### config.mk
export PLATFORM = sky130hd
export DESIGN_NAME = rc_rate_setpoint_ramp_flat
export DESIGN_NICKNAME = d
export VERILOG_FILES = /design/src/design/rrs_pkg.sv /design/src/design/rrs_ifs.sv /design/src/design/rrs_front.sv /design/src/design/rrs_queue.sv /design/src/design/rrs_back.sv /design/src/design/rc_rate_setpoint_ramp.sv /design/src/flat_wrapper.sv
export SDC_FILE = /design/constraint.sdc
export NUM_CORES = 1
export LEC_CHECK = 0
export BUFFER_PORTS_ARGS = -buffer_cell sky130_fd_sc_hd__buf_2
export CORE_ASPECT_RATIO = 2
export CORE_MARGIN = 5
export CORE_UTILIZATION = 52
export DETAILED_ROUTE_END_ITERATION = 8
export GPL_TIMING_DRIVEN = 0
export PLACE_DENSITY = 0.69
export SYNTH_ARGS = -nofsm -noshare
export SYNTH_HDL_FRONTEND = slang
export SYNTH_HIERARCHICAL = 1
export SYNTH_SLANG_ARGS = --single-unit
### constraint.sdc
create_clock -name clk -period 20.4 [get_ports clk]
set_input_delay 0 -clock clk [delete_from_list [all_inputs] [get_ports clk]]
set_output_delay 0 -clock clk [all_outputs]
set_load 0.05 [all_outputs]
### src/design/rrs_pkg.sv
// Shared types, constants and the remote duty-to-interval table for the
// rate setpoint ramp. No dependencies.
package rrs_pkg;

    localparam logic [31:0] FROZEN        = 32'hFFFF_FFFF;
    localparam logic [31:0] PERIOD_RESET  = 32'd20000;
    localparam logic [6:0]  DUTY_MIN      = 7'd38;
    localparam logic [6:0]  DUTY_MID      = 7'd50;
    localparam logic [6:0]  DUTY_MAX      = 7'd62;
    localparam int          NUM_DIRS      = 4;

    // one classified word handed from front to back
    typedef struct packed {
        logic [31:0] now_us;
        logic [31:0] cw_remote;
        logic [31:0] ccw_remote;
        logic [31:0] cw_app;
        logic [31:0] ccw_app;
    } work_t;

    // 10000 + k * 30000 / 11, truncated; k = 0 is the fast end
    function automatic logic [31:0] remote_interval(input logic [3:0] k);
        logic [15:0] iv;
        begin
            case (k)
                4'd0:    iv = 16'd10000;
                4'd1:    iv = 16'd12727;
                4'd2:    iv = 16'd15454;
                4'd3:    iv = 16'd18181;
                4'd4:    iv = 16'd20909;
                4'd5:    iv = 16'd23636;
                4'd6:    iv = 16'd26363;
                4'd7:    iv = 16'd29090;
                4'd8:    iv = 16'd31818;
                4'd9:    iv = 16'd34545;
                4'd10:   iv = 16'd37272;
                4'd11:   iv = 16'd40000;
                default: iv = 16'd40000;
            endcase
            return {16'd0, iv};
        end
    endfunction

endpackage

### src/design/rrs_ifs.sv
// Handshake channels of the rate setpoint ramp: input items, results and
// the configuration write channel. No dependencies.
interface rrs_item_if;
    logic               valid;
    logic               ready;
    logic        [31:0] now_us;
    logic               remote_enable_n;
    logic        [6:0]  duty_cycle;
    logic signed [31:0] app_rate;

    modport source (output valid, now_us, remote_enable_n, duty_cycle, app_rate,
                    input ready);
    modport sink   (input valid, now_us, remote_enable_n, duty_cycle, app_rate,
                    output ready);
endinterface

interface rrs_result_if;
    logic               valid;
    logic               ready;
    logic signed [15:0] setpoint;

    modport source (output valid, setpoint, input ready);
    modport sink   (input valid, setpoint, output ready);
endinterface

interface rrs_cfg_if;
    logic        valid;
    logic        ready;
    logic [31:0] data;

    modport source (output valid, data, input ready);
    modport sink   (input valid, data, output ready);
endinterface

### src/design/rrs_front.sv
// Front end: accepts items, samples the remote and resolves the four
// direction intervals. Depends on rrs_pkg and rrs_ifs.
module rrs_front (
    input  logic           clk,
    input  logic           rst_n,
    rrs_item_if.sink       item,
    rrs_cfg_if.sink        cfg,
    input  logic           push_ready,
    output logic           push_valid,
    output rrs_pkg::work_t push_data
);
    import rrs_pkg::*;

    logic [31:0] remote_period_reg;
    logic [31:0] last_sample_reg, last_sample_next;
    logic [31:0] cw_remote_reg, cw_remote_next;
    logic [31:0] ccw_remote_reg, ccw_remote_next;
    logic [31:0] sample_elapsed;
    logic        sample_due;
    logic        accept;
    logic [6:0]  duty;
    logic [6:0]  cw_idx, ccw_idx;
    logic [31:0] app_bits;

    assign item.ready = push_ready;
    assign accept     = item.valid && push_ready;
    assign cfg.ready  = 1'b1;

    assign sample_elapsed = item.now_us - last_sample_reg;
    assign sample_due     = sample_elapsed >= remote_period_reg;

    always_comb
    begin
        duty = item.duty_cycle;
        if (duty < DUTY_MIN)
            duty = DUTY_MIN;
        if (duty > DUTY_MAX)
            duty = DUTY_MAX;
        cw_idx  = DUTY_MAX - duty;
        ccw_idx = duty - DUTY_MIN;

        last_sample_next = last_sample_reg;
        cw_remote_next   = cw_remote_reg;
        ccw_remote_next  = ccw_remote_reg;
        if (sample_due)
        begin
            last_sample_next = item.now_us;
            cw_remote_next   = FROZEN;
            ccw_remote_next  = FROZEN;
            if (!item.remote_enable_n)
            begin
                if (duty > DUTY_MID)
                    cw_remote_next = remote_interval(cw_idx[3:0]);
                else if (duty < DUTY_MID)
                    ccw_remote_next = remote_interval(ccw_idx[3:0]);
            end
        end
    end

    assign app_bits = item.app_rate;

    always_comb
    begin
        push_valid           = accept;
        push_data.now_us     = item.now_us;
        push_data.cw_remote  = cw_remote_next;
        push_data.ccw_remote = ccw_remote_next;
        if (app_bits[31])
        begin
            push_data.cw_app  = FROZEN;
            push_data.ccw_app = 32'd0 - app_bits;
        end
        else
        begin
            push_data.cw_app  = app_bits;
            push_data.ccw_app = FROZEN;
        end
    end

    always_ff @(posedge clk or negedge rst_n)
    begin
        if (!rst_n)
        begin
            remote_period_reg <= PERIOD_RESET;
            last_sample_reg   <= 32'd0;
            cw_remote_reg     <= FROZEN;
            ccw_remote_reg    <= FROZEN;
        end
        else
        begin
            if (cfg.valid)
                remote_period_reg <= cfg.data;
            if (accept)
            begin
                last_sample_reg <= last_sample_next;
                cw_remote_reg   <= cw_remote_next;
                ccw_remote_reg  <= ccw_remote_next;
            end
        end
    end

endmodule

### src/design/rrs_queue.sv
// Two-entry queue between front and back end. Depends on rrs_pkg.
module rrs_queue (
    input  logic           clk,
    input  logic           rst_n,
    input  logic           push_valid,
    output logic           push_ready,
    input  rrs_pkg::work_t push_data,
    output logic           pop_valid,
    input  logic           pop_ready,
    output rrs_pkg::work_t pop_data
);
    import rrs_pkg::*;

    work_t       entry_reg [2];
    logic        wr_ptr_reg, rd_ptr_reg;
    logic [1:0]  count_reg, count_next;
    logic        do_push, do_pop;

    assign push_ready = count_reg != 2'd2;
    assign pop_valid  = count_reg != 2'd0;
    assign pop_data   = entry_reg[rd_ptr_reg];
    assign do_push    = push_valid && push_ready;
    assign do_pop     = pop_valid && pop_ready;

    always_comb
    begin
        count_next = count_reg;
        if (do_push && !do_pop)
            count_next = count_reg + 2'd1;
        else if (do_pop && !do_push)
            count_next = count_reg - 2'd1;
    end

    always_ff @(posedge clk)
    begin
        if (do_push)
            entry_reg[wr_ptr_reg] <= push_data;
    end

    always_ff @(posedge clk or negedge rst_n)
    begin
        if (!rst_n)
        begin
            wr_ptr_reg <= 1'b0;
            rd_ptr_reg <= 1'b0;
            count_reg  <= 2'd0;
        end
        else
        begin
            count_reg <= count_next;
            if (do_push)
                wr_ptr_reg <= ~wr_ptr_reg;
            if (do_pop)
                rd_ptr_reg <= ~rd_ptr_reg;
        end
    end

endmodule

### src/design/rrs_back.sv
// Back end: checks the four direction intervals against the step time and
// holds the setpoint, which doubles as the result register.
// Depends on rrs_pkg and rrs_ifs.
module rrs_back (
    input  logic           clk,
    input  logic           rst_n,
    input  logic           pop_valid,
    output logic           pop_ready,
    input  rrs_pkg::work_t pop_data,
    rrs_result_if.source   result
);
    import rrs_pkg::*;

    logic [31:0] last_step_reg, last_step_next;
    logic [15:0] setpoint_reg, setpoint_next;
    logic        out_valid_reg;
    logic [31:0] elapsed;
    logic [31:0] iv [NUM_DIRS];
    logic [NUM_DIRS-1:0] fire;
    logic [1:0]  ups, downs;
    logic        take;

    assign pop_ready = !out_valid_reg || result.ready;
    assign take      = pop_valid && pop_ready;

    assign result.valid    = out_valid_reg;
    assign result.setpoint = setpoint_reg;

    assign elapsed = pop_data.now_us - last_step_reg;
    assign iv[0]   = pop_data.cw_remote;
    assign iv[1]   = pop_data.ccw_remote;
    assign iv[2]   = pop_data.cw_app;
    assign iv[3]   = pop_data.ccw_app;

    // once one direction fires the step time is now, so later ones need zero
    always_comb
    begin
        logic prior;
        prior = 1'b0;
        for (int i = 0; i < NUM_DIRS; i++)
        begin
            if (prior)
                fire[i] = iv[i] == 32'd0;
            else
                fire[i] = (iv[i] != FROZEN) && (elapsed >= iv[i]);
            prior = prior || fire[i];
        end
    end

    // directions 0 and 2 are clockwise (up), 1 and 3 counter-clockwise
    assign ups   = {1'b0, fire[0]} + {1'b0, fire[2]};
    assign downs = {1'b0, fire[1]} + {1'b0, fire[3]};

    assign setpoint_next  = setpoint_reg + {14'd0, ups} - {14'd0, downs};
    assign last_step_next = (|fire) ? pop_data.now_us : last_step_reg;

    always_ff @(posedge clk or negedge rst_n)
    begin
        if (!rst_n)
        begin
            last_step_reg <= 32'd0;
            setpoint_reg  <= 16'd0;
            out_valid_reg <= 1'b0;
        end
        else
        begin
            if (take)
            begin
                last_step_reg <= last_step_next;
                setpoint_reg  <= setpoint_next;
            end
            if (pop_ready)
                out_valid_reg <= pop_valid;
        end
    end

endmodule

### src/design/rc_rate_setpoint_ramp.sv
// Rate setpoint ramp: one item in, one setpoint word out, one item per clock
// sustained while the result receiver is ready. The front end takes an item
// in the cycle it is offered whenever its two-entry queue has room, resolving
// remote and app intervals; the back end runs the four interval checks
// combinationally on the queue head and registers the new setpoint, which
// drives the result channel. The single back-end check unit sets the rate. A
// remote_period write through cfg is always taken; write it only while idle.
// Depends on rrs_pkg, rrs_ifs, rrs_front, rrs_queue, rrs_back.
module rc_rate_setpoint_ramp (
    input  logic         clk,
    input  logic         rst_n,
    rrs_item_if.sink     item,
    rrs_result_if.source result,
    rrs_cfg_if.sink      cfg
);
    import rrs_pkg::*;

    logic  push_valid, push_ready;
    logic  pop_valid, pop_ready;
    work_t push_data, pop_data;

    rrs_front u_front (
        .clk        (clk),
        .rst_n      (rst_n),
        .item       (item),
        .cfg        (cfg),
        .push_ready (push_ready),
        .push_valid (push_valid),
        .push_data  (push_data)
    );

    rrs_queue u_queue (
        .clk        (clk),
        .rst_n      (rst_n),
        .push_valid (push_valid),
        .push_ready (push_ready),
        .push_data  (push_data),
        .pop_valid  (pop_valid),
        .pop_ready  (pop_ready),
        .pop_data   (pop_data)
    );

    rrs_back u_back (
        .clk       (clk),
        .rst_n     (rst_n),
        .pop_valid (pop_valid),
        .pop_ready (pop_ready),
        .pop_data  (pop_data),
        .result    (result)
    );

endmodule

### src/flat_wrapper.sv
// flat-port wrapper written by rule: the top's interface ports become plain ports
module rc_rate_setpoint_ramp_flat import rrs_pkg::*;
  (clk, rst_n, item_valid, item_now_us, item_remote_enable_n, item_duty_cycle, item_app_rate, item_ready, result_valid, result_setpoint, result_ready, cfg_valid, cfg_data, cfg_ready);
  rrs_item_if item_i ();
  rrs_result_if result_i ();
  rrs_cfg_if cfg_i ();
  input  logic clk;
  input  logic rst_n;
  input wire logic [$bits(item_i.valid)-1:0] item_valid;
  input wire logic [$bits(item_i.now_us)-1:0] item_now_us;
  input wire logic [$bits(item_i.remote_enable_n)-1:0] item_remote_enable_n;
  input wire logic [$bits(item_i.duty_cycle)-1:0] item_duty_cycle;
  input wire logic [$bits(item_i.app_rate)-1:0] item_app_rate;
  output wire logic [$bits(item_i.ready)-1:0] item_ready;
  output wire logic [$bits(result_i.valid)-1:0] result_valid;
  output wire logic [$bits(result_i.setpoint)-1:0] result_setpoint;
  input wire logic [$bits(result_i.ready)-1:0] result_ready;
  input wire logic [$bits(cfg_i.valid)-1:0] cfg_valid;
  input wire logic [$bits(cfg_i.data)-1:0] cfg_data;
  output wire logic [$bits(cfg_i.ready)-1:0] cfg_ready;
  assign item_i.valid = item_valid;
  assign item_i.now_us = item_now_us;
  assign item_i.remote_enable_n = item_remote_enable_n;
  assign item_i.duty_cycle = item_duty_cycle;
  assign item_i.app_rate = item_app_rate;
  assign item_ready = item_i.ready;
  assign result_valid = result_i.valid;
  assign result_setpoint = result_i.setpoint;
  assign result_i.ready = result_ready;
  assign cfg_i.valid = cfg_valid;
  assign cfg_i.data = cfg_data;
  assign cfg_ready = cfg_i.ready;
  rc_rate_setpoint_ramp u_core (.clk(clk), .rst_n(rst_n), .item(item_i), .result(result_i), .cfg(cfg_i));
endmodule
; ---- Yosys cells after proc, flatten, opt, wreduce, memory -nomap -nowiden
; Memories as Yosys holds them, arrays and structs flattened.
; Index checks and enable logic that the tools add are counted.
[word_totals]
regBits = 181
ramBits = 320
romBits = 512
input_bits = 109
output_inout_bits = 19
memories = 3
[op_classes]
addsub = 11
n_lt_le_gt_ge = 9
eq_ne = 5
muxes = 17
bitwise = 2
n_reduce_logical = 23
[memory_table]
columns = memory, words, word_bits, rd, rd_clocked_by_memory_dff, write_ports, line
row1 = u_core.u_queue.entry_reg, 2, 160, 1, 0, 1, rrs_queue.sv:14  ; work_t entry_reg [2];
row2 = (no name shown), 16, 16, 1, 0, 0, rrs_pkg.sv:25  ; case (k)
row3 = (no name shown), 16, 16, 1, 0, 0, rrs_pkg.sv:25
[ops]
columns = cell, n
row1 = $mux W32, 7
row2 = $ge A32 B32 Y1, 5
row3 = $ne A32 B32 Y1 const B, 4
row4 = $logic_not A32 Y1, 3
row5 = $mux W64, 1
row6 = $sub A32 B32 Y32, 2
row7 = $sub A1 B32 Y32 const A, 1
row8 = $add A16 B2 Y16, 1
row9 = $sub A16 B2 Y16, 1
row10 = $gt A7 B6 Y1 const B, 2
row11 = $lt A7 B6 Y1 const B, 2
row12 = $mux W7, 2
row13 = $logic_and A1 B1 Y1, 9
row14 = $mux W1, 5
row15 = $add A1 B1 Y2, 2
row16 = $mux W2, 2
row17 = $reduce_and A2 Y1, 2
row18 = $reduce_bool A2 Y1, 2
row19 = $reduce_or A4 Y1, 1
row20 = $sub A4 B3 Y4 const B, 1
row21 = $sub A4 B4 Y4 const A, 1
row22 = $logic_not A1 Y1, 3
row23 = $logic_or A1 B1 Y1, 3
row24 = $add A2 B1 Y2 const B, 1
row25 = 3 further kinds, 4

; ---- Longest topological paths before layout
; Gate-level depths: netlist of the first run.
; An unclocked memory read counts as a cell.
[depth]
word_depth = 11
ltp_mapped = 39
mapped_depth_nobuf = 36

; ---- Cells and area by module
; The synthesis of the first run kept the hierarchy.
[modules_own_cells]
columns = module, instances, cells_per_inst, area_each_um2
row1 = rrs_queue, 1, 516, 12101.6
row2 = rrs_front, 1, 1159, 9949.5
row3 = rrs_back, 1, 1003, 7831.3

; ---- Worst setup path before layout of the first run
; No wires, ideal clock.
[synth_timing]
path_kind = register to register
start = register u_core.u_queue.count_reg[0]
end = memory u_core/u_queue/entry_reg[0][0] (netlist bit), enable pin
setup_ns = 0.683
arrival_time_ns = 8.015
required_ns = 19.717
slack_ns = 11.702
stages_incl_launch_ff = 7
n_path_buf = 2
period_less_slack_ns = 8.698
path_cell_list = dfrtp_1 > nand2b_1 > and2_1 > clkbuf_1 > buf_1 > nand2_1 > nor2_1
[synth_via]
elab_chain_cells = 5
[synth_rtl]
columns = item, line
row1 = start: declaration, rrs_queue.sv:16  ; logic [1:0] count_reg, count_next;
row2 = start signal: assignment, rrs_queue.sv:50  ; count_reg <= count_next;
row3 = $ne A2 B2 Y1, rrs_queue.sv:19  ; assign push_ready = count_reg != 2'd2;
row4 = via u_core.push_ready, rc_rate_setpoint_ramp.sv:18  ; logic push_valid, push_ready;
row5 = $logic_and A1 B1 Y1, rrs_front.sv:26  ; assign accept = item.valid && push_ready;
row6 = via u_core.push_valid, rc_rate_setpoint_ramp.sv:18
row7 = $logic_and A1 B1 Y1, rrs_queue.sv:22  ; assign do_push = push_valid && push_ready;
row8 = $mux W1, rrs_queue.sv:36  ; if (do_push)
row9 = $mux W1 (implied by the code), rrs_queue.sv:37  ; entry_reg[wr_ptr_reg] <= push_data;
row10 = end: declaration, rrs_queue.sv:14
; The timed path passes the listed nets, and every way through them passes these cells.

==> results of run 1 <==
## final cells by class
cell class / instances / area (µm²)
Fill cell: 4697 / 22820
Inverter: 275 / 1032
Buffer: 127 / 775.7
Tap cell: 756 / 945.9
Sequential cell: 501 / 14220
Clock buffer: 56 / 1177
Clock inverter: 28 / 349.1
Multi-Input combinational cell: 1775 / 13860
Timing Repair Buffer: 238 / 1904
Antenna cell: 2 / 5.005
## per-stage QoR
step	area, µm²	std cells
after global routing	34270	3756
after CTS	34270	3756
after global placement	31440	3557
after detailed placement	31680	3566
after floorplan	29880	2678
final	34280	3758
## routing by layer
layer / track usage / vias to the layer above / part of all wire
met1: 0.2469 / 10488 / 0.36
met3: 0.02541 / 222 / 0.035
met4: 0.1549 / 2 / 0.076
met5: 0 / - / 0.00017
li1: - / 10239 / -
met2: 0.4542 / 620 / 0.53
## worst max path at each step
stage | startpoint | endpoint | slack, ns | cells after the start
2_1_floorplan | u_core/u_queue/count_reg[0]$_DFFE_PN0P_ | u_core/u_queue/entry_reg[0][0]$_DFFE_PP_ | 11.70 | 6
3_3_place_gp | u_core/u_queue/count_reg[0]$_DFFE_PN0P_ | u_core/u_queue/entry_reg[0][96]$_DFFE_PP_ | 7.09 | 6
3_5_place_dp | u_core/u_queue/rd_ptr_reg$_DFFE_PN0P_ | u_core/u_back/result.setpoint[15]$_DFFE_PN0P_ | 10.93 | 36
4_1_cts | u_core/u_queue/rd_ptr_reg$_DFFE_PN0P_ | u_core/u_back/result.setpoint[15]$_DFFE_PN0P_ | 10.92 | 36
5_1_grt | u_core/u_queue/rd_ptr_reg$_DFFE_PN0P_ | u_core/u_back/result.setpoint[15]$_DFFE_PN0P_ | 10.29 | 39
6_report | u_core/u_queue/rd_ptr_reg$_DFFE_PN0P_ | u_core/u_back/result.setpoint[15]$_DFFE_PN0P_ | 10.87 | 35
## cell families after synthesis
kind of cell,count (synthesis),share of synthesized area
buffers and inverters,402,0.06050
flip-flops,501,0.4760
AO/OA/AOI/OAI,548,0.1156
adder cells (fa/ha/maj),258,0.1093
multiplexers,254,0.1069
AND/OR/NAND/NOR,615,0.1023
other,1,0.0001255
XOR/XNOR,99,0.02927
## worst min-delay path, stage by stage
cell and delay, ns:
clkbuf_1 0.21, clkbuf_1 0.27, nand2_1 0.10, o21ai_0 0.07
## synthesized netlist by cell type (all sizes together) (22+ instances only)
master    n
o21ai   154
xor2     43
nor3     25
or2      37
buf      78
nand2b   22
dfstp    69
a21oi   136
nand3    56
edfxtp  320
a211oi   22
dfrtp   112
nand4    69
a21o     32
clkbuf   49
xnor2    56
mux2    250
inv     275
nor2    120
o211ai   23
nand2   190
o21a     71
nor4     40
ha      253
## layout by cell type (no fill, tap or decap), types with 8 or more instances in the layout
master         Yosys  routed
xor2_1            42      42
ha_1             253     253
buf_4             35      35
a21o_1            32      32
o21a_1            71      71
dfstp_2           69      69
dfrtp_1          112     112
xnor2_1           56      56
inv_1            274     274
o211ai_1          22      22
o22ai_1            8       8
o21ai_0          151     151
nand4_1           69      69
a21oi_1          136     136
or2_2             37      37
nor4_1            37      37
nor2b_1           12      12
edfxtp_1         320     320
nand2b_1          22      22
nor3_1            24      24
and3_1            10       9
mux2_2           130     130
buf_6             19      19
clkbuf_1          49      59
dlygate4sd3_1      0     106
a211oi_1          21      21
mux2_1            30      30
o31ai_1           13      13
nand3_1           56      56
nor2_1           120     119
clkbuf_16          0      45
o21bai_1          11      11
mux2_4            90      90
buf_2             20     142
nand2_1          189     189
a31oi_1           21      21
or4_1              9       9
## timing repair
item,in CTS,in global routing
setup buffers,0,0
hold endpoints to repair,369,0
hold buffers,106,0
==> metrics.txt, run 1 <==
status=finished clean; crit end category=flip-flop; FFs w/ async S/R, synth=0.3613; Starting Density=0.5234; via count=21571; wire per inst=20.38 µm; core area=57090 µm²; Residual DRC=0; pin count of the biggest net entering global routing=104; cell count after synthesis=2678; R2R Path Start=u_core/u_queue/rd_ptr_reg$_DFFE_PN0P_; antenna violations before repair=3; number of synthesized flops with an enable pin=320; Reg2Reg Depth=35; Clock Latency Late Sink=0.60 ns; Total Wirelength=76600 µm; TritonCTS Sinks=501; reg-to-reg slack, setup=10.87 ns; DR pass1 iterations=7; post-synth top area share=0.3216; Final ANT Viol Nets=0; WHS=0.06411 ns; Synth Register Bits=501; number of max-cap violations=0; hold path endpoint=u_core/u_front/remote_period_reg[14]$_DFFE_PN1P_; RR Endpoint=u_core/u_back/result.setpoint[15]$_DFFE_PN0P_; arrival time worst endpoint=10.04 ns; post-place setup slack=10.93 ns; I/O pin cnt=128; Worst Hold Depth=4; Synth Net Count=3045; first-pass GRT wire length=119900 µm; layout cells sized above 1=0.2070; vias per inst=5.740; Final Wtd Congestion=0.9429; Setup crit start kind=flip-flop; area delta synth->final=14.70%; crit share post-route=0.4671; Cell variety after synth=78; Buffers on Ports=123; Detailed Place HPWL=58890 µm; clock root cell=clkbuf_16; cell area after synthesis=29880 µm²; CP max FO=10; Final #Nets=3330; gr usage total=0.2391; crit path buf inv count=5; HP Start=cfg_valid; Yosys top cell by area=edfxtp_1; area of the die=62650 µm²; Final Worst Setup Slack=10.87 ns; Final setup viols=0; total grt overflow=0; number of gates resized after CTS=0; fin util=0.6003; Reg clk slew, reported paths=0.07 ns; Synth area leaders=edfxtp_1 32%, ha_1 11%, dfrtp_1 9.4%; Worst EP required=20.91 ns; CP max stage delay=0.90 ns; Primary FF master, synth=edfxtp_1; Post-Route Skew=0.03990 ns; Max clock buf depth=3; Setup TNS=0 ns; CTS tree=done; Hold Crit Class=in -> reg; CP max-delay cell=xnor2_1; CP delay by family, top=compound AO/OA/AOI/OAI gates; crit path time final=9.529 ns; worst setup path category=reg -> reg; maximum clock rate=104.9 MHz; max reg flops=320; CP dominant cell by count=ha_1; Syn. warnings=6; Max H-tree Level=2; # rows=124; post-synthesis sequential area ratio=0.4760; Num CTS Buffers=45; Slew HR=0.09276; Slew Limit Fails=0; unrepaired setup endpoints after global routing=no; Hold Violations, Final=0; Die Ht=349.0 µm; syn avg cell area=11.16 µm²; Die X-Extent=179.5 µm; vias in the first global route=22307; Worst-Margin Slew=1.351 ns; DR iter-0 viols=1284
Power of run 1 is not shown: default switching activity piles up to over one toggle a cycle in this logic, so the estimate is an artifact.
==> inputs of run 2 (changes only) <==
- clock period: 20.4 -> 10 ns (I/O delays scaled with it)
==> run 2 against run 1 <==
Die area did not move. Flip-flop and latch count unchanged. Hold slack better by 0.0036 ns. Critical path depth up 1. Utilization about the same.
==> metrics.txt, run 2 (synthesis gave the netlist of run 1 again) <==
CP max FO=10 (unchanged); Multi-input gate area=13880 µm² (was 13860 µm²); crit share post-route=0.9518 (was 0.4671); reg-to-reg slack, setup=0.48 ns (was 10.87 ns); Reg clk slew, reported paths=0.07 ns (about the same); wire per inst=20.36 µm (was 20.38 µm); Worst Hold Depth=4 (unchanged); antenna violations before repair=3 (unchanged); Buffers on Ports=123 (unchanged); R2R Path Start=u_core/u_queue/rd_ptr_reg$_DFFE_PN0P_ (unchanged); DR iter-0 viols=1292 (was 1284); worst setup path category=reg -> reg (unchanged); unrepaired setup endpoints after global routing=no (unchanged); Slew Limit Fails=0 (unchanged); CP delay by family, top=compound AO/OA/AOI/OAI gates (unchanged); # Post-CTS Setup Buffers=0 (unchanged); DP Area=31680 µm² (unchanged); Worst EP required=10.51 ns (was 20.91 ns); pin count of the biggest net entering global routing=104 (unchanged); maximum clock rate=105.1 MHz (was 104.9 MHz); CP dominant cell by count=ha_1 (unchanged); Setup TNS=0 ns (unchanged); via count=21451 (was 21571); layout cells sized above 1=0.2080 (was 0.2070); Total Wirelength=76510 µm (was 76600 µm); Die X-Extent=179.5 µm (unchanged); most frequent cells in the layout=320 x edfxtp_1, 274 x inv_1, 253 x ha_1 (unchanged); Worst-Margin Slew=1.376 ns (was 1.351 ns); Clock Latency Late Sink=0.60 ns (about the same); Residual DRC=0 (unchanged); max reg flops=320 (unchanged); HP Start=cfg_valid (unchanged); CP max stage delay=1.02 ns (was 0.90 ns); clock root cell=clkbuf_16 (unchanged); total grt overflow=0 (unchanged); vias in the first global route=22307 (unchanged); Reg2Reg Depth=36 (was 35); crit path buf inv count=5 (unchanged); CP max-delay cell=xnor2_1 (unchanged); # rows=124 (unchanged); CTS tree=done (unchanged); first-pass GRT wire length=119900 µm (unchanged); Setup crit start kind=flip-flop (unchanged); Starting Density=0.5234 (unchanged); finished layout cell area=34300 µm² (was 34280 µm²); Slew HR=0.07585 (was 0.09276); arrival time worst endpoint=10.03 ns (was 10.04 ns); Final Wtd Congestion=0.9429 (unchanged); TritonCTS Sinks=501 (unchanged); Final #Nets=3330 (unchanged); status=finished clean (unchanged); Hold Crit Class=in -> reg (unchanged); Final setup viols=0 (unchanged); vias per inst=5.708 (was 5.740); I/O pin cnt=128 (unchanged); commonest non-fill, non-tap cell in the layout=edfxtp_1 (unchanged); crit path time final=9.518 ns (was 9.529 ns); Hold Violations, Final=0 (unchanged); RR Endpoint=u_core/u_back/result.setpoint[15]$_DFFE_PN0P_ (unchanged); number of max-cap violations=0 (unchanged); Final ANT Viol Nets=0 (unchanged); Post-Route Skew=0.03914 ns (was 0.03990 ns); hold path endpoint=u_core/u_front/remote_period_reg[14]$_DFFE_PN1P_ (unchanged); DR pass1 iterations=7 (unchanged); Max H-tree Level=2 (unchanged); gr usage total=0.2391 (unchanged); area delta synth->final=14.77% (was 14.70%); fillers=4695 (was 4697); area of the die=62650 µm² (unchanged); sequential cell area=14220 µm² (unchanged); core area=57090 µm² (unchanged); Die Ht=349.0 µm (unchanged); Detailed Place HPWL=58890 µm (unchanged); Max clock buf depth=3 (unchanged); Num CTS Buffers=45 (unchanged); crit end category=flip-flop (unchanged)
## run 2: cell counts in the layout (fill, tap and decap cells not counted)
No cell type changed its count.
## run 2: worst max-delay path by stage
stage	startpoint	end	slack, ns	cells past startpoint
finish	u_core/u_queue/rd_ptr_reg$_DFFE_PN0P_	u_core/u_back/result.setpoint[15]$_DFFE_PN0P_	0.48	36
global route	u_core/u_queue/rd_ptr_reg$_DFFE_PN0P_	u_core/u_back/result.setpoint[15]$_DFFE_PN0P_	0.02	38
CTS	u_core/u_queue/rd_ptr_reg$_DFFE_PN0P_	u_core/u_back/result.setpoint[15]$_DFFE_PN0P_	0.52	36
detailed placement	u_core/u_queue/rd_ptr_reg$_DFFE_PN0P_	u_core/u_back/result.setpoint[15]$_DFFE_PN0P_	0.53	36
global placement	u_core/u_queue/count_reg[0]$_DFFE_PN0P_	u_core/u_queue/entry_reg[0][96]$_DFFE_PP_	-3.31	6
floorplan	u_core/u_queue/count_reg[0]$_DFFE_PN0P_	u_core/u_queue/entry_reg[0][0]$_DFFE_PP_	1.30	6
## run 2: what timing repair did
action / in CTS / in global routing
hold buffers: 106 / 0
resized for setup: 0 / 3
endpoints found under the setup margin: 0 / 1
hold endpoints to repair: 369 / 0
## run 2: routing by layer
layer | vias up | GRT usage | part of all wire
li1 | 10231 | - | -
met1 | 10430 | 0.2469 | 0.36
met2 | 576 | 0.4542 | 0.53
met3 | 212 | 0.02541 | 0.036
met4 | 2 | 0.1549 | 0.075
met5 | - | 0 | 0.000091
## run 2: final cells by class
cell class              count  area share
diodes                      2   0.0001459
plain buffers             127     0.02262
clock buffers              56     0.03433
clock inverters            28     0.01018
inverters                 275     0.03010
multi-input cells        1775      0.4048
flip-flops and latches    501      0.4148
well taps                 756     0.02758
repair buffers            238     0.05553
## run 2: through the flow
stage | hold WS, ns | instances | setup slack (ns) | util
final | 0.06775 | 3758 | 0.4822 | 0.6007
after global placement | 0.2077 | 3557 | -3.310 | 0.5507
after detailed placement | 0.03606 | 3566 | 0.5312 | 0.5549
after CTS | 0.03119 | 3756 | 0.5151 | 0.6003
after global routing | 0.1131 | 3756 | 0.01589 | 0.6006
after floorplan | -0.2956 | 2678 | 1.302 | -
## run 2: worst register-to-register path, delay by kind of cell, from the launching register on
| family | cells | cell delay [ns] |
|---|---|---|
| multiplexers | 2 | 0.69 |
| AO/OA/AOI/OAI | 14 | 2.94 |
| buffers and inverters | 5 | 0.72 |
| XOR/XNOR | 2 | 1.17 |
| AND/OR/NAND/NOR | 7 | 1.46 |
| flip-flops | 1 | 0.34 |
| adder cells (fa/ha/maj) | 6 | 2.13 |
Power of run 2 is left out for the same reason.
